File: src/hdl/bcfs_pkg.sv
// bcfs_pkg: shared types, constants and codes of the bracket command frame splitter
// depends on nothing; every other file imports it
`timescale 1ns / 1ps

package bcfs_pkg;

  // fixed field widths
  localparam int BYTE_W  = 8;
  localparam int POS_W   = 8;
  localparam int LEN_W   = 8;
  localparam int KIND_W  = 2;
  localparam int COUNT_W = 4;

  // defaults for top level parameters
  localparam int DEF_MAX_COMMANDS = 8;
  localparam int DEF_INDEX_BITS   = 8;

  // token queue between front and back
  localparam int FIFO_DEPTH = 4;
  localparam int FIFO_PTR_W = 2;

  // configuration reset and length saturation
  localparam logic [LEN_W-1:0] MIN_LEN_RESET = 8'd4;
  localparam logic [LEN_W-1:0] LEN_MAX       = 8'hFF;

  // characters of interest
  localparam logic [BYTE_W-1:0] CH_OPEN_SQ  = 8'h5B;
  localparam logic [BYTE_W-1:0] CH_OPEN_RD  = 8'h28;
  localparam logic [BYTE_W-1:0] CH_CLOSE_SQ = 8'h5D;
  localparam logic [BYTE_W-1:0] CH_CLOSE_RD = 8'h29;
  localparam logic [BYTE_W-1:0] CH_SEMI     = 8'h3B;
  localparam logic [BYTE_W-1:0] CH_DIG_LO   = 8'h30;
  localparam logic [BYTE_W-1:0] CH_DIG_HI   = 8'h39;
  localparam logic [BYTE_W-1:0] CH_UPR_LO   = 8'h41;
  localparam logic [BYTE_W-1:0] CH_UPR_HI   = 8'h5A;
  localparam logic [BYTE_W-1:0] CH_LWR_LO   = 8'h61;
  localparam logic [BYTE_W-1:0] CH_LWR_HI   = 8'h7A;

  // frame kinds
  localparam logic [KIND_W-1:0] KIND_NONE   = 2'd0;
  localparam logic [KIND_W-1:0] KIND_SQUARE = 2'd1;
  localparam logic [KIND_W-1:0] KIND_ROUND  = 2'd2;

  typedef enum logic [2:0] {
    CLS_OPEN_SQ,
    CLS_OPEN_RD,
    CLS_CLOSE_SQ,
    CLS_CLOSE_RD,
    CLS_SEMI,
    CLS_ALNUM,
    CLS_OTHER
  } tok_class_e;

  typedef enum logic [1:0] {
    PH_SEEK,
    PH_FRAME,
    PH_OVER,
    PH_CLOSED
  } parse_phase_e;

  typedef enum logic {
    BS_PARSE,
    BS_EMIT
  } back_state_e;

  // classified byte handed from front to back
  typedef struct packed {
    logic [POS_W-1:0] next_pos;
    tok_class_e       cls;
    logic             eob;
  } token_t;

  // queue status seen by the front
  typedef struct packed {
    logic full;
    logic empty;
  } queue_status_t;

  // one kept command
  typedef struct packed {
    logic [POS_W-1:0] pos;
    logic [LEN_W-1:0] len;
  } cmd_entry_t;

endpackage

File: src/hdl/bcfs_if.sv
// bcfs_in_if and bcfs_out_if: valid/ready channels for input bytes and result records
// depends on bcfs_pkg
`timescale 1ns / 1ps

interface bcfs_in_if
  import bcfs_pkg::*;
  ();
  logic              valid;
  logic              ready;
  logic [BYTE_W-1:0] data_byte;
  logic              end_of_buffer;

  modport source (output valid, output data_byte, output end_of_buffer, input ready);
  modport sink   (input valid, input data_byte, input end_of_buffer, output ready);
endinterface

interface bcfs_out_if
  import bcfs_pkg::*;
  ();
  logic               valid;
  logic               ready;
  logic [KIND_W-1:0]  frame_kind;
  logic [COUNT_W-1:0] command_count;
  logic [POS_W-1:0]   command_position;
  logic [LEN_W-1:0]   command_length;
  logic               entry_valid;
  logic               last_of_run;

  modport source (output valid, output frame_kind, output command_count,
                  output command_position, output command_length,
                  output entry_valid, output last_of_run, input ready);
  modport sink   (input valid, input frame_kind, input command_count,
                  input command_position, input command_length,
                  input entry_valid, input last_of_run, output ready);
endinterface

File: src/hdl/bcfs_front.sv
// bcfs_front: accepts input bytes, numbers them and classifies each into a token
// depends on bcfs_pkg and bcfs_in_if
`timescale 1ns / 1ps

module bcfs_front
  import bcfs_pkg::*;
#(
  parameter int INDEX_BITS = DEF_INDEX_BITS
) (
  input  logic         clk_i,
  input  logic         rst_ni,
  bcfs_in_if.sink      in_i,
  input  logic         full_i,
  output logic         push_o,
  output token_t       tok_o
);

  logic [INDEX_BITS-1:0] idx_q, idx_d;
  logic [INDEX_BITS-1:0] next_idx;

  function automatic tok_class_e classify(input logic [BYTE_W-1:0] b);
    tok_class_e c;
    case (b) inside
      CH_OPEN_SQ:                                                  c = CLS_OPEN_SQ;
      CH_OPEN_RD:                                                  c = CLS_OPEN_RD;
      CH_CLOSE_SQ:                                                 c = CLS_CLOSE_SQ;
      CH_CLOSE_RD:                                                 c = CLS_CLOSE_RD;
      CH_SEMI:                                                     c = CLS_SEMI;
      [CH_DIG_LO:CH_DIG_HI], [CH_UPR_LO:CH_UPR_HI], [CH_LWR_LO:CH_LWR_HI]: c = CLS_ALNUM;
      default:                                                     c = CLS_OTHER;
    endcase
    return c;
  endfunction

  // handshake toward the queue
  assign in_i.ready = !full_i;
  assign push_o     = in_i.valid && !full_i;

  // position of the byte after this one, wrapping
  assign next_idx = idx_q + 1'b1;

  // token payload
  always_comb begin
    tok_o.next_pos = POS_W'(next_idx);
    tok_o.cls      = classify(in_i.data_byte);
    tok_o.eob      = in_i.end_of_buffer;
  end

  // byte counter restarts after the final byte of a buffer
  always_comb begin
    idx_d = idx_q;
    if (push_o) begin
      idx_d = in_i.end_of_buffer ? '0 : next_idx;
    end
  end

  always_ff @(posedge clk_i or negedge rst_ni) begin
    if (!rst_ni) begin
      idx_q <= '0;
    end else begin
      idx_q <= idx_d;
    end
  end

endmodule

File: src/hdl/bcfs_fifo.sv
// bcfs_fifo: short token queue that decouples the front from the back
// depends on bcfs_pkg
`timescale 1ns / 1ps

module bcfs_fifo
  import bcfs_pkg::*;
(
  input  logic          clk_i,
  input  logic          rst_ni,
  input  logic          push_i,
  input  token_t        push_data_i,
  input  logic          pop_i,
  output token_t        pop_data_o,
  output queue_status_t status_o
);

  token_t                mem_q [FIFO_DEPTH];
  logic [FIFO_PTR_W:0]   wr_ptr_q, rd_ptr_q;

  // status from the pointers, extra bit tells full from empty
  always_comb begin
    status_o.empty = (wr_ptr_q == rd_ptr_q);
    status_o.full  = (wr_ptr_q[FIFO_PTR_W] != rd_ptr_q[FIFO_PTR_W]) &&
                     (wr_ptr_q[FIFO_PTR_W-1:0] == rd_ptr_q[FIFO_PTR_W-1:0]);
  end

  assign pop_data_o = mem_q[rd_ptr_q[FIFO_PTR_W-1:0]];

  // pointers
  always_ff @(posedge clk_i or negedge rst_ni) begin
    if (!rst_ni) begin
      wr_ptr_q <= '0;
      rd_ptr_q <= '0;
    end else begin
      if (push_i) begin
        wr_ptr_q <= wr_ptr_q + 1'b1;
      end
      if (pop_i) begin
        rd_ptr_q <= rd_ptr_q + 1'b1;
      end
    end
  end

  // storage
  always_ff @(posedge clk_i) begin
    if (push_i) begin
      mem_q[wr_ptr_q[FIFO_PTR_W-1:0]] <= push_data_i;
    end
  end

endmodule

File: src/hdl/bcfs_back.sv
// bcfs_back: frame parser, command table and record emitter with output register
// depends on bcfs_pkg and bcfs_out_if
`timescale 1ns / 1ps

module bcfs_back
  import bcfs_pkg::*;
#(
  parameter int MAX_COMMANDS = DEF_MAX_COMMANDS
) (
  input  logic             clk_i,
  input  logic             rst_ni,
  input  logic             cfg_we_i,
  input  logic [LEN_W-1:0] cfg_wdata_i,
  input  logic             tok_valid_i,
  input  token_t           tok_i,
  output logic             pop_o,
  bcfs_out_if.source       out_o
);

  localparam int CNT_W = $clog2(MAX_COMMANDS + 1);
  localparam int IDX_W = (MAX_COMMANDS > 1) ? $clog2(MAX_COMMANDS) : 1;
  localparam logic [CNT_W-1:0] CNT_MAX = CNT_W'(MAX_COMMANDS);

  back_state_e       state_q, state_d;
  parse_phase_e      phase_q, phase_d;
  logic [LEN_W-1:0]  min_len_q;
  logic              closing_q, closing_d;
  logic [LEN_W-1:0]  len_q, len_d;
  logic              clean_q, clean_d;
  logic [POS_W-1:0]  start_q, start_d;
  logic [CNT_W-1:0]  kept_q, kept_d;
  logic [CNT_W-1:0]  kept_inc;
  logic [KIND_W-1:0] result_q, result_d;

  logic              emit_valid_q, emit_valid_d;
  logic [KIND_W-1:0] emit_kind_q, emit_kind_d;
  logic [CNT_W-1:0]  emit_cnt_q, emit_cnt_d;
  logic [IDX_W-1:0]  emit_idx_q, emit_idx_d;
  logic              emit_last;

  cmd_entry_t        table_q [MAX_COMMANDS];
  logic              tbl_we;
  logic              keep;
  tok_class_e        closer_cls;

  logic              out_valid_q, out_valid_d;
  logic              out_load;

  // configuration register
  always_ff @(posedge clk_i or negedge rst_ni) begin
    if (!rst_ni) begin
      min_len_q <= MIN_LEN_RESET;
    end else if (cfg_we_i) begin
      min_len_q <= cfg_wdata_i;
    end
  end

  // qualification of the command in progress
  assign keep       = (len_q >= min_len_q) && clean_q && (kept_q < CNT_MAX);
  assign kept_inc   = kept_q + 1'b1;
  assign closer_cls = closing_q ? CLS_CLOSE_RD : CLS_CLOSE_SQ;
  assign pop_o      = (state_q == BS_PARSE) && tok_valid_i;

  // emitter bookkeeping
  assign emit_last = !emit_valid_q ||
                     ((CNT_W'(emit_idx_q) + CNT_W'(1)) == emit_cnt_q);
  assign out_load  = (state_q == BS_EMIT) && (!out_valid_q || out_o.ready);

  // parser and emitter next state
  always_comb begin
    state_d      = state_q;
    phase_d      = phase_q;
    closing_d    = closing_q;
    len_d        = len_q;
    clean_d      = clean_q;
    start_d      = start_q;
    kept_d       = kept_q;
    result_d     = result_q;
    emit_valid_d = emit_valid_q;
    emit_kind_d  = emit_kind_q;
    emit_cnt_d   = emit_cnt_q;
    emit_idx_d   = emit_idx_q;
    tbl_we       = 1'b0;

    if (pop_o) begin
      case (phase_q)
        PH_SEEK: begin
          len_d   = '0;
          kept_d  = '0;
          start_d = tok_i.next_pos;
          if (tok_i.cls == CLS_OPEN_SQ || tok_i.cls == CLS_OPEN_RD) begin
            closing_d = (tok_i.cls == CLS_OPEN_RD);
            clean_d   = 1'b1;
            phase_d   = PH_FRAME;
          end
        end
        PH_FRAME: begin
          if (tok_i.cls == CLS_SEMI) begin
            if (keep) begin
              tbl_we = 1'b1;
              kept_d = kept_inc;
              // table full at a separator invalidates the frame
              if (kept_inc >= CNT_MAX) begin
                result_d = KIND_NONE;
                phase_d  = PH_OVER;
              end
            end
            start_d = tok_i.next_pos;
            len_d   = '0;
            clean_d = 1'b1;
          end else if (tok_i.cls == closer_cls) begin
            if (keep) begin
              tbl_we = 1'b1;
              kept_d = kept_inc;
            end
            result_d = closing_q ? KIND_ROUND : KIND_SQUARE;
            phase_d  = PH_CLOSED;
          end else if (tok_i.cls == CLS_ALNUM) begin
            if (len_q != LEN_MAX) begin
              len_d = len_q + 1'b1;
            end
          end else begin
            clean_d = 1'b0;
          end
        end
        default: ;
      endcase

      // end of buffer: latch the run and restart the parser
      if (tok_i.eob) begin
        emit_valid_d = (result_d != KIND_NONE) && (kept_d != '0);
        emit_kind_d  = result_d;
        emit_cnt_d   = kept_d;
        emit_idx_d   = '0;
        state_d      = BS_EMIT;
        phase_d      = PH_SEEK;
        closing_d    = 1'b0;
        len_d        = '0;
        clean_d      = 1'b1;
        start_d      = '0;
        kept_d       = '0;
        result_d     = KIND_NONE;
      end
    end

    // one record per load
    if (out_load) begin
      if (emit_last) begin
        state_d    = BS_PARSE;
        emit_idx_d = '0;
      end else begin
        emit_idx_d = emit_idx_q + 1'b1;
      end
    end
  end

  // output valid
  always_comb begin
    out_valid_d = out_valid_q;
    if (out_load) begin
      out_valid_d = 1'b1;
    end else if (out_o.ready) begin
      out_valid_d = 1'b0;
    end
  end

  // control registers
  always_ff @(posedge clk_i or negedge rst_ni) begin
    if (!rst_ni) begin
      state_q      <= BS_PARSE;
      phase_q      <= PH_SEEK;
      closing_q    <= 1'b0;
      len_q        <= '0;
      clean_q      <= 1'b1;
      start_q      <= '0;
      kept_q       <= '0;
      result_q     <= KIND_NONE;
      emit_valid_q <= 1'b0;
      emit_kind_q  <= KIND_NONE;
      emit_cnt_q   <= '0;
      emit_idx_q   <= '0;
      out_valid_q  <= 1'b0;
    end else begin
      state_q      <= state_d;
      phase_q      <= phase_d;
      closing_q    <= closing_d;
      len_q        <= len_d;
      clean_q      <= clean_d;
      start_q      <= start_d;
      kept_q       <= kept_d;
      result_q     <= result_d;
      emit_valid_q <= emit_valid_d;
      emit_kind_q  <= emit_kind_d;
      emit_cnt_q   <= emit_cnt_d;
      emit_idx_q   <= emit_idx_d;
      out_valid_q  <= out_valid_d;
    end
  end

  // command table, written at the slot of the next kept command
  always_ff @(posedge clk_i) begin
    if (tbl_we) begin
      table_q[kept_q[IDX_W-1:0]] <= '{pos: start_q, len: len_q};
    end
  end

  // output record register, table read registered here
  always_ff @(posedge clk_i) begin
    if (out_load) begin
      out_o.frame_kind       <= emit_kind_q;
      out_o.command_count    <= emit_valid_q ? COUNT_W'(emit_cnt_q) : '0;
      out_o.command_position <= emit_valid_q ? table_q[emit_idx_q].pos : '0;
      out_o.command_length   <= emit_valid_q ? table_q[emit_idx_q].len : '0;
      out_o.entry_valid      <= emit_valid_q;
      out_o.last_of_run      <= emit_last;
    end
  end

  assign out_o.valid = out_valid_q;

endmodule

File: src/hdl/bracket_command_frame_splitter_unit.sv
// bracket_command_frame_splitter_unit: top level of the bracket command frame splitter
// one byte per cycle while the token queue is not full; once the final byte has passed the
// queue and the back, the back loads 1 to MAX_COMMANDS records into its output register at
// the end of a buffer; the four-entry token queue takes bytes meanwhile, then input stalls
// reset is asynchronous, active low: parser idle, minimum length 4, command table not cleared
// depends on bcfs_pkg, bcfs_if, bcfs_front, bcfs_fifo, bcfs_back
`timescale 1ns / 1ps

module bracket_command_frame_splitter_unit
  import bcfs_pkg::*;
#(
  parameter int MAX_COMMANDS = DEF_MAX_COMMANDS,
  parameter int INDEX_BITS   = DEF_INDEX_BITS
) (
  input  logic             clk_i,
  input  logic             rst_ni,
  input  logic             cfg_we_i,
  input  logic [LEN_W-1:0] cfg_wdata_i,
  bcfs_in_if.sink          in_i,
  bcfs_out_if.source       out_o
);

  logic          push;
  logic          pop;
  token_t        push_tok;
  token_t        pop_tok;
  queue_status_t qstat;

  // front: accept and classify
  bcfs_front #(
    .INDEX_BITS (INDEX_BITS)
  ) u_front (
    .clk_i  (clk_i),
    .rst_ni (rst_ni),
    .in_i   (in_i),
    .full_i (qstat.full),
    .push_o (push),
    .tok_o  (push_tok)
  );

  // token queue
  bcfs_fifo u_fifo (
    .clk_i       (clk_i),
    .rst_ni      (rst_ni),
    .push_i      (push),
    .push_data_i (push_tok),
    .pop_i       (pop),
    .pop_data_o  (pop_tok),
    .status_o    (qstat)
  );

  // back: parse, store and emit
  bcfs_back #(
    .MAX_COMMANDS (MAX_COMMANDS)
  ) u_back (
    .clk_i       (clk_i),
    .rst_ni      (rst_ni),
    .cfg_we_i    (cfg_we_i),
    .cfg_wdata_i (cfg_wdata_i),
    .tok_valid_i (!qstat.empty),
    .tok_i       (pop_tok),
    .pop_o       (pop),
    .out_o       (out_o)
  );

`ifndef SYNTHESIS
  // queue never written while full
  assert property (@(posedge clk_i) disable iff (!rst_ni) push |-> !qstat.full)
    else $error("token pushed into a full queue");

  // queue never read while empty
  assert property (@(posedge clk_i) disable iff (!rst_ni) pop |-> !qstat.empty)
    else $error("token popped from an empty queue");

  // a record that is not a command ends the run
  assert property (@(posedge clk_i) disable iff (!rst_ni)
    (out_o.valid && !out_o.entry_valid) |-> out_o.last_of_run)
    else $error("invalid record not marked last");

  // a kept command belongs to a closed frame with a nonzero count
  assert property (@(posedge clk_i) disable iff (!rst_ni)
    (out_o.valid && out_o.entry_valid) |->
      (out_o.frame_kind != KIND_NONE && out_o.command_count != 0))
    else $error("command record without frame kind or count");
`endif

endmodule
File: src/flat_wrapper.sv
// flat-port wrapper written by rule: the top's interface ports become plain ports
module bracket_command_frame_splitter_unit_flat import bcfs_pkg::*;
#(
  parameter int MAX_COMMANDS = DEF_MAX_COMMANDS,
  parameter int INDEX_BITS   = DEF_INDEX_BITS
)
  (clk_i, rst_ni, cfg_we_i, cfg_wdata_i, in_i_valid, in_i_data_byte, in_i_end_of_buffer, in_i_ready, out_o_valid, out_o_frame_kind, out_o_command_count, out_o_command_position, out_o_command_length, out_o_entry_valid, out_o_last_of_run, out_o_ready);
  bcfs_in_if in_i_i ();
  bcfs_out_if out_o_i ();
  input  logic clk_i;
  input  logic rst_ni;
  input  logic cfg_we_i;
  input  logic [LEN_W-1:0] cfg_wdata_i;
  input wire logic [$bits(in_i_i.valid)-1:0] in_i_valid;
  input wire logic [$bits(in_i_i.data_byte)-1:0] in_i_data_byte;
  input wire logic [$bits(in_i_i.end_of_buffer)-1:0] in_i_end_of_buffer;
  output wire logic [$bits(in_i_i.ready)-1:0] in_i_ready;
  output wire logic [$bits(out_o_i.valid)-1:0] out_o_valid;
  output wire logic [$bits(out_o_i.frame_kind)-1:0] out_o_frame_kind;
  output wire logic [$bits(out_o_i.command_count)-1:0] out_o_command_count;
  output wire logic [$bits(out_o_i.command_position)-1:0] out_o_command_position;
  output wire logic [$bits(out_o_i.command_length)-1:0] out_o_command_length;
  output wire logic [$bits(out_o_i.entry_valid)-1:0] out_o_entry_valid;
  output wire logic [$bits(out_o_i.last_of_run)-1:0] out_o_last_of_run;
  input wire logic [$bits(out_o_i.ready)-1:0] out_o_ready;
  assign in_i_i.valid = in_i_valid;
  assign in_i_i.data_byte = in_i_data_byte;
  assign in_i_i.end_of_buffer = in_i_end_of_buffer;
  assign in_i_ready = in_i_i.ready;
  assign out_o_valid = out_o_i.valid;
  assign out_o_frame_kind = out_o_i.frame_kind;
  assign out_o_command_count = out_o_i.command_count;
  assign out_o_command_position = out_o_i.command_position;
  assign out_o_command_length = out_o_i.command_length;
  assign out_o_entry_valid = out_o_i.entry_valid;
  assign out_o_last_of_run = out_o_i.last_of_run;
  assign out_o_i.ready = out_o_ready;
  bracket_command_frame_splitter_unit #(.MAX_COMMANDS(MAX_COMMANDS), .INDEX_BITS(INDEX_BITS)) u_core (.clk_i(clk_i), .rst_ni(rst_ni), .cfg_we_i(cfg_we_i), .cfg_wdata_i(cfg_wdata_i), .in_i(in_i_i), .out_o(out_o_i));
endmodule
File: config.mk
export PLATFORM = sky130hd
export DESIGN_NAME = bracket_command_frame_splitter_unit_flat
export DESIGN_NICKNAME = d
export VERILOG_FILES = /design/src/hdl/bcfs_pkg.sv /design/src/hdl/bcfs_if.sv /design/src/hdl/bcfs_front.sv /design/src/hdl/bcfs_fifo.sv /design/src/hdl/bcfs_back.sv /design/src/hdl/bracket_command_frame_splitter_unit.sv /design/src/flat_wrapper.sv
export SDC_FILE = /design/constraint.sdc
export NUM_CORES = 1
export LEC_CHECK = 0
export BUFFER_PORTS_ARGS = -buffer_cell sky130_fd_sc_hd__buf_2
export CAP_MARGIN = 20
export CORE_MARGIN = 3
export CORE_UTILIZATION = 61
export DETAILED_ROUTE_END_ITERATION = 8
export PLACE_DENSITY = 0.79
export SLEW_MARGIN = 10
export SYNTH_ARGS = -nofsm -noshare
export SYNTH_HDL_FRONTEND = slang
export SYNTH_SLANG_ARGS = --single-unit
File: constraint.sdc
create_clock -name clk_i -period 4.2 [get_ports clk_i]
set_input_delay 0.42 -clock clk_i [delete_from_list [all_inputs] [get_ports clk_i]]
set_output_delay 0.42 -clock clk_i [all_outputs]
set_load 0.01 [all_outputs]
==> results of run 1 <==
[how the worst min path moves through the flow]
stage                   startpoint                          to  depth (start not counted)
floorplan                   rst_ni     u_core.u_back.closing_q                          0
global placement            rst_ni   u_core.u_fifo.wr_ptr_q[2]                          1
detailed placement          rst_ni   u_core.u_fifo.wr_ptr_q[2]                          1
CTS                 cfg_wdata_i[6]  u_core.u_back.min_len_q[6]                          3
global route        cfg_wdata_i[5]  u_core.u_back.min_len_q[5]                          3
finish              cfg_wdata_i[6]  u_core.u_back.min_len_q[6]                          3
[placed cells by master (no fill, tap or decap), drive strengths merged, types with 2 or more instances in the layout]
cell type	netlist	layout
edfxtp	200	200
nand2	67	67
buf	7	63
dfrtp	58	58
o21ai	51	51
mux4	44	44
nor2	38	38
clkbuf	19	33
inv	21	21
mux2i	19	19
nand2b	18	18
ha	17	17
nand3	14	14
xnor2	13	13
clkinv	1	11
xor2	10	10
and3	10	10
nor2b	7	7
a21oi	7	7
mux2	6	6
and2	6	6
o31ai	5	5
nor3	5	5
bufinv	0	4
a31oi	3	3
a41o	3	3
a211o	3	3
or3	3	3
a221oi	3	3
a211oi	3	3
o22ai	2	2
or2	2	2
a21o	2	2
a22o	2	2
a2111oi	2	2
dfstp	2	2
nor4	2	2
[cells in the mapped netlist, drive strengths merged, types with 3 or more instances]
| cell type | n | area [sq um] |
|---|---|---|
| edfxtp | 200 | 6006 |
| nand2 | 67 | 251.5 |
| dfrtp | 58 | 1451 |
| o21ai | 51 | 255.2 |
| mux4 | 44 | 991.0 |
| nor2 | 38 | 145.1 |
| inv | 21 | 78.83 |
| clkbuf | 19 | 71.32 |
| mux2i | 19 | 190.2 |
| nand2b | 18 | 112.6 |
| ha | 17 | 212.7 |
| nand3 | 14 | 70.07 |
| xnor2 | 13 | 113.9 |
| and3 | 10 | 62.56 |
| xor2 | 10 | 87.58 |
| a21oi | 7 | 42.54 |
| buf | 7 | 37.53 |
| nor2b | 7 | 46.30 |
| and2 | 6 | 37.54 |
| mux2 | 6 | 67.56 |
| nor3 | 5 | 25.02 |
| o31ai | 5 | 37.54 |
| a211o | 3 | 26.28 |
| a211oi | 3 | 35.03 |
| a221oi | 3 | 32.53 |
| a31oi | 3 | 18.77 |
| a41o | 3 | 30.03 |
| or3 | 3 | 23.77 |
[registers in the layout, summed over array words and instances (netlist names), 2 cells and up]
name / cells
u_core.u_back.table_q: 128
u_core.u_fifo.mem_q: 48
u_core.u_back.len_q: 8
u_core.u_back.min_len_q: 8
u_core.u_back.out_o.command_length: 8
u_core.u_back.out_o.command_position: 8
u_core.u_back.start_q: 8
u_core.u_front.idx_q: 8
u_core.u_back.emit_cnt_q: 4
u_core.u_back.kept_q: 4
u_core.u_back.out_o.command_count: 4
u_core.u_back.emit_idx_q: 3
u_core.u_fifo.rd_ptr_q: 3
u_core.u_fifo.wr_ptr_q: 3
u_core.u_back.emit_kind_q: 2
u_core.u_back.out_o.frame_kind: 2
u_core.u_back.phase_q: 2
u_core.u_back.result_q: 2
[power groups by stage]
stage          Clock, mW  Combinational (mW)  Sequential (mW)
6_report            2.41                1.72             3.55
5_1_grt             2.56                1.93             3.60
4_1_cts             2.45                1.75             3.55
3_5_place_dp           0                1.73             3.60
3_3_place_gp           0                1.64             3.57
2_1_floorplan          0                1.30             3.48
[cells by family (layout without fill, tap and decap cells)]
kind of cell | after synthesis | in the layout | synth area share (%)
AO/OA/AOI/OAI | 91 | 91 | 5.411
XOR/XNOR | 23 | 23 | 1.861
adder cells (fa/ha/maj) | 17 | 17 | 1.966
buffers and inverters | 48 | 134 | 1.769
flip-flops | 260 | 260 | 69.40
multiplexers | 69 | 69 | 11.54
AND/OR/NAND/NOR | 179 | 179 | 8.059
[layout make-up]
class / instances / area share, %
repair buffers: 64 / 2.973
inverters: 22 / 0.6720
flip-flops and latches: 260 / 61.12
clock buffers: 33 / 5.915
multi-input cells: 379 / 25.47
clock inverters: 15 / 1.558
well taps: 225 / 2.291
[through the flow]
step	hold slack (ns)	util (%)	power [mW]	instance area [sq um]
after floorplan	0.1244	-	4.782	10820
after global placement	0.4124	65.46	5.206	11360
after detailed placement	0.4268	65.46	5.327	11360
after CTS	0.09545	70.80	7.746	12290
after global routing	0.1197	70.80	8.079	12290
final	0.1135	70.80	7.692	12290
[repair_timing]
action	in CTS	in global routing
setup endpoints to repair	0	0
hold buffers	1	0
endpoints found under the hold margin	22	0
resized for setup	0	0
[per-layer routing]
layer / up-vias / track usage, %
li1: 2737 / -
met1: 3125 / 27.12
met2: 230 / 41.93
met3: 48 / 2.966
met4: 0 / 7.570
met5: - / 0
[worst max-delay path, stage by stage, from the launching register on]
cell and delay, ns:
sky130_fd_sc_hd__dfrtp_1 0.58, sky130_fd_sc_hd__ha_1 0.32, sky130_fd_sc_hd__nor2b_1 0.13, sky130_fd_sc_hd__o211a_1 0.21
sky130_fd_sc_hd__o31ai_1 0.78, sky130_fd_sc_hd__nand2_1 0.18, sky130_fd_sc_hd__a21boi_0 0.28, sky130_fd_sc_hd__o21ai_0 0.22
sky130_fd_sc_hd__nor2b_1 0.21, sky130_fd_sc_hd__a221oi_2 0.28
==> results.txt, run 1 <==
----------------------------------------------------
[Outcome]
  Result of the run ... finished, final reports clean

[Yosys]
  Post-synthesis async set-or-reset flop share ... between 20% and 30%
  Total standard cell area after synthesis ... 10820 sq um
  Number of enable flip-flop cells after synthesis ... 200
  Flip-flop and latch count after synthesis ... between 200 and 300
  Count of mapped cells out of synthesis ... roughly 690
  Post-synth cell types ... 57
  Most frequently used flop master after synthesis ... sky130_fd_sc_hd__edfxtp_1
  Sequential element share of the synthesized area ... around 69%
  Yosys Warn Count ... 0
  Synthesized netlist net count ... 726
  Avg Synthesized Cell Area ... 15.75 sq um

[STA]
  Fraction of the cycle the final worst path needs ... approximately four fifths
  Worst setup slack after layout ... between 0.9 and 1 ns
  Crit path time final ... 3.288 ns
  Final count of negative-setup-slack endpoints ... 0
  Actual transition at the worst max-transition pin ... between 1 and 1.5 ns
  Final Hold Fails ... 0
  Clk_skew ... 0.009089 ns
  Highest clock rate ... 0.3042 GHz
  Post-Route Setup TNS ... 0 ns
  Max Transition Viols Final ... 0
  Max transition margin ... 29.06%
  RSZ-0062 raised after global routing ... no

[GRT]
  Number of global-route vias before repair ... about 6500
  Initial antenna violation count ... 0
  First-pass GRT wire length ... around 34000 um
  Global-route total usage across every layer ... 22.51%
  Overflow left after global routing ... 0
  Pin count of the biggest net entering global routing ... 39

[Floorplan]
  Initial cell density of the core ... ~62%
  Number of standard-cell rows in the floorplan ... between 40 and 50
  Vertical extent of the die ... about 140 um
  Floorplan die area ... approximately 19000 sq um
  Die width ... roughly 140 um
  Placeable Area ... 17360 sq um
  Top-level port count ... 48

[Placed design]
  Worst slack at placement ... 0.9804 ns
  Detailed placer's ending HPWL ... ~14000 um
  Placed Instances ... approximately 950
  Number of buffer cells added on primary ports ... 47
  GPL Wtd Cong ... 0.8139

[Drt]
  Routed via count ... roughly 6100
  Detailed-route wire length per cell ... around 21 um
  Number of antenna-violating nets in the routed design ... 0
  Detailed-route DRC error count ... 0
  Met3 wire length ... around 1100 um
  Detailed-route wire length ... between 20000 and 25000 um
  Number of search-and-repair iterations in the first detailed-routing pass ... 5
  DR top layer ... met4
  Post-Route M1 WL ... ~8100 um
  Iteration-0 DRC Markers ... between 400 and 500
  Met2 Routed Length ... ~12000 um
  Vias per Instance ... 6.152

[Critical path]
  Launching instance or port of the critical path ... u_core.u_back.len_q[1]
  Crit-path max FO ... 12
  Critical path capture point ... u_core.u_back.emit_valid_q
  Slack of the worst reg-to-reg path ... just over 0.9 ns
  Arrival time at the worst endpoint ... around 3.7 ns
  Classification of the worst setup path ... register to register
  Startpoint Class ... register
  Launching point of the worst reg2reg path ... u_core.u_back.len_q[1]
  Capturing element type of the critical path ... register
  Critical register-to-register path endpoint ... u_core.u_back.emit_valid_q
  Required time worst endpoint ... between 4 and 5 ns
  Depth of the most critical reg-to-reg path ... 9

[Finish]
  Multi-input gate area in the final layout ... 3131 sq um
  Final non-filler cell total ... between 900 and 1000
  Share of cells above drive strength 1 ... a little under a quarter
  Filler Cells Inserted ... 1067
  Diodes inserted ... 0
  Sequential Area ... ~7500 sq um
  Area growth syn-to-layout ... 13.56%
  Net count, final ... between 700 and 800

[Pwr]
  Power density over the cells ... between 600 and 700 nW/um^2
  Share of total power in the clock network ... between 30% and 40%
  Switching power as a share of total power ... between 20% and 30%
  Internal power ... about 5.4 mW
  Switch Pwr ... ~2.3 mW
  Worst IR drop on VDD ... between 0.4 and 0.5 mV
  Leak pwr ... roughly 4.6 nW
  Combinational cell fraction of total power ... between 20% and 30%
  Relative contribution of sequential cells to total power ... 46.2%

[Job]
  Count of maximum capacitance violations ... 0

[Clocking]
  Number of buffers between clock root and the deepest sink ... 3
  Setup Fix Bufs, Post-CTS ... 0
  Clock-pin slew on the worst setup and hold paths ... 0.06 ns
  Clock tree from TritonCTS ... built
  Clock buffer count from CTS ... 26
  Max H-tree Level ... 1
  Total number of clock tree sinks ... 260
  Worst-Skew Late Latency ... 0.52 ns
  CTS Root Cell ... sky130_fd_sc_hd__clkbuf_16

[Min path]
  Hold Path Class ... input port to register

----------------------------------------------------
(Power assumes the default switching activity.)
==> run 2: changes to the inputs <==
==> constraint.sdc (replaced) <==
create_clock -name clk_i -period 3.3 [get_ports clk_i]
set_input_delay 0.33 -clock clk_i [delete_from_list [all_inputs] [get_ports clk_i]]
set_output_delay 0.33 -clock clk_i [all_outputs]
set_load 0.01 [all_outputs]
==> run 2 against run 1 <==
Net effect: cell area down 0.28%; count of clock-buffer cells in the layout rose by 4; sequential power rose by 26%; via count decreased by 2.4%; die area unchanged; clock skew rose by 0.0024 ns; clock power up 14%; critical path depth shrank 1; largest cell class unchanged; sequential share of layout area increased by 0.17 points; core utilization shrank 0.20 points.
==> results.txt, run 2 (synthesized netlist as in run 1, its figures left out) <==
----------------------------------------------------
[Drt]
  Iteration-0 DRC Markers ... approximately 500
  Detailed-route DRC error count ... 0
  Vias per Instance ... between 5 and 6
  Detailed-route wire length per cell ... ~21 um
  Number of search-and-repair iterations in the first detailed-routing pass ... 5
  Number of antenna-violating nets in the routed design ... 0
  Routed via count ... approximately 6000
  Detailed-route wire length ... between 20000 and 25000 um

[GRT]
  Number of global-route vias before repair ... roughly 6200
  Initial antenna violation count ... 0
  Global-route total usage across every layer ... approximately 22%
  First-pass GRT wire length ... between 30000 and 40000 um
  Overflow left after global routing ... 0
  Pin count of the biggest net entering global routing ... 43

[Clocking]
  Clock tree from TritonCTS ... built
  Count of cells resized by post-cts repair ... 0
  Clock buffer count from CTS ... 26
  Total number of clock tree sinks ... 260
  Worst-Skew Late Latency ... approximately 0.53 ns
  Max H-tree Level ... 1
  Setup Fix Bufs, Post-CTS ... 0
  Clock-pin slew on the worst setup and hold paths ... ~0.060 ns
  CTS Root Cell ... sky130_fd_sc_hd__clkbuf_16
  Number of buffers between clock root and the deepest sink ... 3

[Finish]
  Top library cells by usage in the layout, fill and taps aside ... 200 x sky130_fd_sc_hd__edfxtp_1, 67 x sky130_fd_sc_hd__nand2_1, 57 x sky130_fd_sc_hd__dfrtp_1
  Share of cells above drive strength 1 ... 22.89%
  Diodes inserted ... 0
  Area growth syn-to-layout ... 13.24%
  Filler Cells Inserted ... ~1100
  Multi-input gate area in the final layout ... between 3000 and 4000 sq um
  Net count, final ... approximately 800
  Sequential Area ... around 7500 sq um
  Most frequent standard cell in the layout excluding fill and tap cells ... sky130_fd_sc_hd__edfxtp_1
  Number of flip-flops in the largest register ... 128

[Floorplan]
  Vertical extent of the die ... around 140 um
  Number of standard-cell rows in the floorplan ... 48
  Initial cell density of the core ... between 60 and 70%
  Top-level port count ... 48
  Die width ... approximately 140 um
  Floorplan die area ... 19370 sq um
  Placeable Area ... ~17000 sq um

[STA]
  Worst setup slack after layout ... about 0.27 ns
  Final Hold Fails ... 0
  Fraction of the cycle the final worst path needs ... about 92%
  RSZ-0062 raised after global routing ... no
  Actual transition at the worst max-transition pin ... ~1.0 ns
  Max transition margin ... between 30 and 40%
  Post-Route Setup TNS ... 0 ns
  Highest clock rate ... between 0.3 and 0.4 GHz
  Clk_skew ... around 0.012 ns
  Max Transition Viols Final ... 0
  Final count of negative-setup-slack endpoints ... 0
  Crit path time final ... around 3.0 ns

[Critical path]
  Required time worst endpoint ... 3.51 ns
  Classification of the worst setup path ... register to register
  CP bufs+invs ... 1
  Capturing element type of the critical path ... register
  Cell family with most CP delay ... simple AND/OR/NAND/NOR gates
  Delay of the slowest cell on the worst path ... 0.66 ns
  Crit-path max FO ... 16
  Chain of cells forming the critical path ... mux4_2 -> nor3b_4 -> a21oi_2 -> a211oi_4 -> nand2b_1 -> or3_1 -> nor3_2 -> buf_4
  Arrival time at the worst endpoint ... around 3.3 ns
  Worst path slowest cell ... sky130_fd_sc_hd__mux4_2
  Startpoint Class ... register

[Pwr]
  Power density over the cells ... 771.1 nW/um^2
  Leak pwr ... between 4 and 5 nW
  Worst IR drop on VDD ... around 0.6 mV

[Min path]
  Hold Path Class ... input port to register

[Outcome]
  Result of the run ... finished, final reports clean

[Placed design]
  Number of buffer cells added on primary ports ... 47
  GPL Wtd Cong ... ~0.91
  Detailed placer's ending HPWL ... ~14000 um
  Worst slack at placement ... 0.2735 ns

[Job]
  Count of maximum capacitance violations ... 0

----------------------------------------------------
## run 2: cell count changes in the layout (fill, tap and decap cells not counted)
cell	delta
sky130_fd_sc_hd__bufinv_16	-4
sky130_fd_sc_hd__clkinvlp_4	+2
sky130_fd_sc_hd__clkinv_2	-2
sky130_fd_sc_hd__buf_4	+9
sky130_fd_sc_hd__clkinv_4	-1
sky130_fd_sc_hd__inv_4	+1
sky130_fd_sc_hd__clkbuf_1	+4
## run 2: report_power, final
part	internal, mW	switching (mW)
logic	0.860	1.37
registers	4.13	0.352
clock network	1.57	1.17
## run 2: cell type report
class | count | share of cell area (%)
timing repair buffer | 73 | 3.533
multi-input combinational | 379 | 25.55
sequential | 260 | 61.29
tap | 225 | 2.297
inverter | 22 | 0.6739
clock inverter | 11 | 0.6024
clock buffer | 37 | 6.055
## run 2: per-layer routing
metal | GRT usage (%) | routed length, um | up-vias | share of wire, %
met5 | 0 | 0 | - | 0
met4 | 6.540 | 639 | 0 | 3.1
met3 | 3.034 | 951 | 40 | 4.6
met2 | 39.96 | 11200 | 184 | 54
met1 | 28.88 | 8057 | 3012 | 39
li1 | - | - | 2759 | -
## run 2: final timing paths
path | start | to | slack, ns | depth (start not counted)
worst max-delay path | u_core.u_fifo.rd_ptr_q[0] | u_core.u_back.table_q[1][8] | 0.27 | 8
worst min-delay path | cfg_wdata_i[5] | u_core.u_back.min_len_q[5] | 0.02 | 3
worst min register to register | u_core.u_back.emit_kind_q[0] | u_core.u_back.out_o.frame_kind[0] | 0.46 | 0
min in group asynchronous | rst_ni | u_core.u_fifo.wr_ptr_q[1] | 0.29 | 2
max in group asynchronous | rst_ni | u_core.u_back.emit_idx_q[0] | 2.08 | 3
worst max register to register | u_core.u_fifo.rd_ptr_q[0] | u_core.u_back.table_q[1][8] | 0.27 | 8
## run 2: per-stage QoR
step | hold slack (ns) | std cells | total power, mW | utilization [%] | area, sq um
finish | 0.01610 | 1007 | 9.449 | 70.60 | 12250
global placement | 0.3018 | 958 | 6.669 | 65.84 | 11430
floorplan | 0.03441 | 687 | 6.084 | - | 10830
detailed placement | 0.3087 | 958 | 6.786 | 65.84 | 11430
CTS | 0.004268 | 1007 | 9.520 | 70.60 | 12250
global route | 0.02091 | 1007 | 9.948 | 70.60 | 12250
## run 2: tightest hold or removal path, cell delays in order
cell	delay (ns)
sky130_fd_sc_hd__buf_2	0.08
sky130_fd_sc_hd__nand2_1	0.04
sky130_fd_sc_hd__o21ai_0	0.05
## run 2: repair_timing
item                                    CTS  global route
endpoints found under the hold margin    17             0
endpoints found under the setup margin    0             0
hold buffers                              1             0
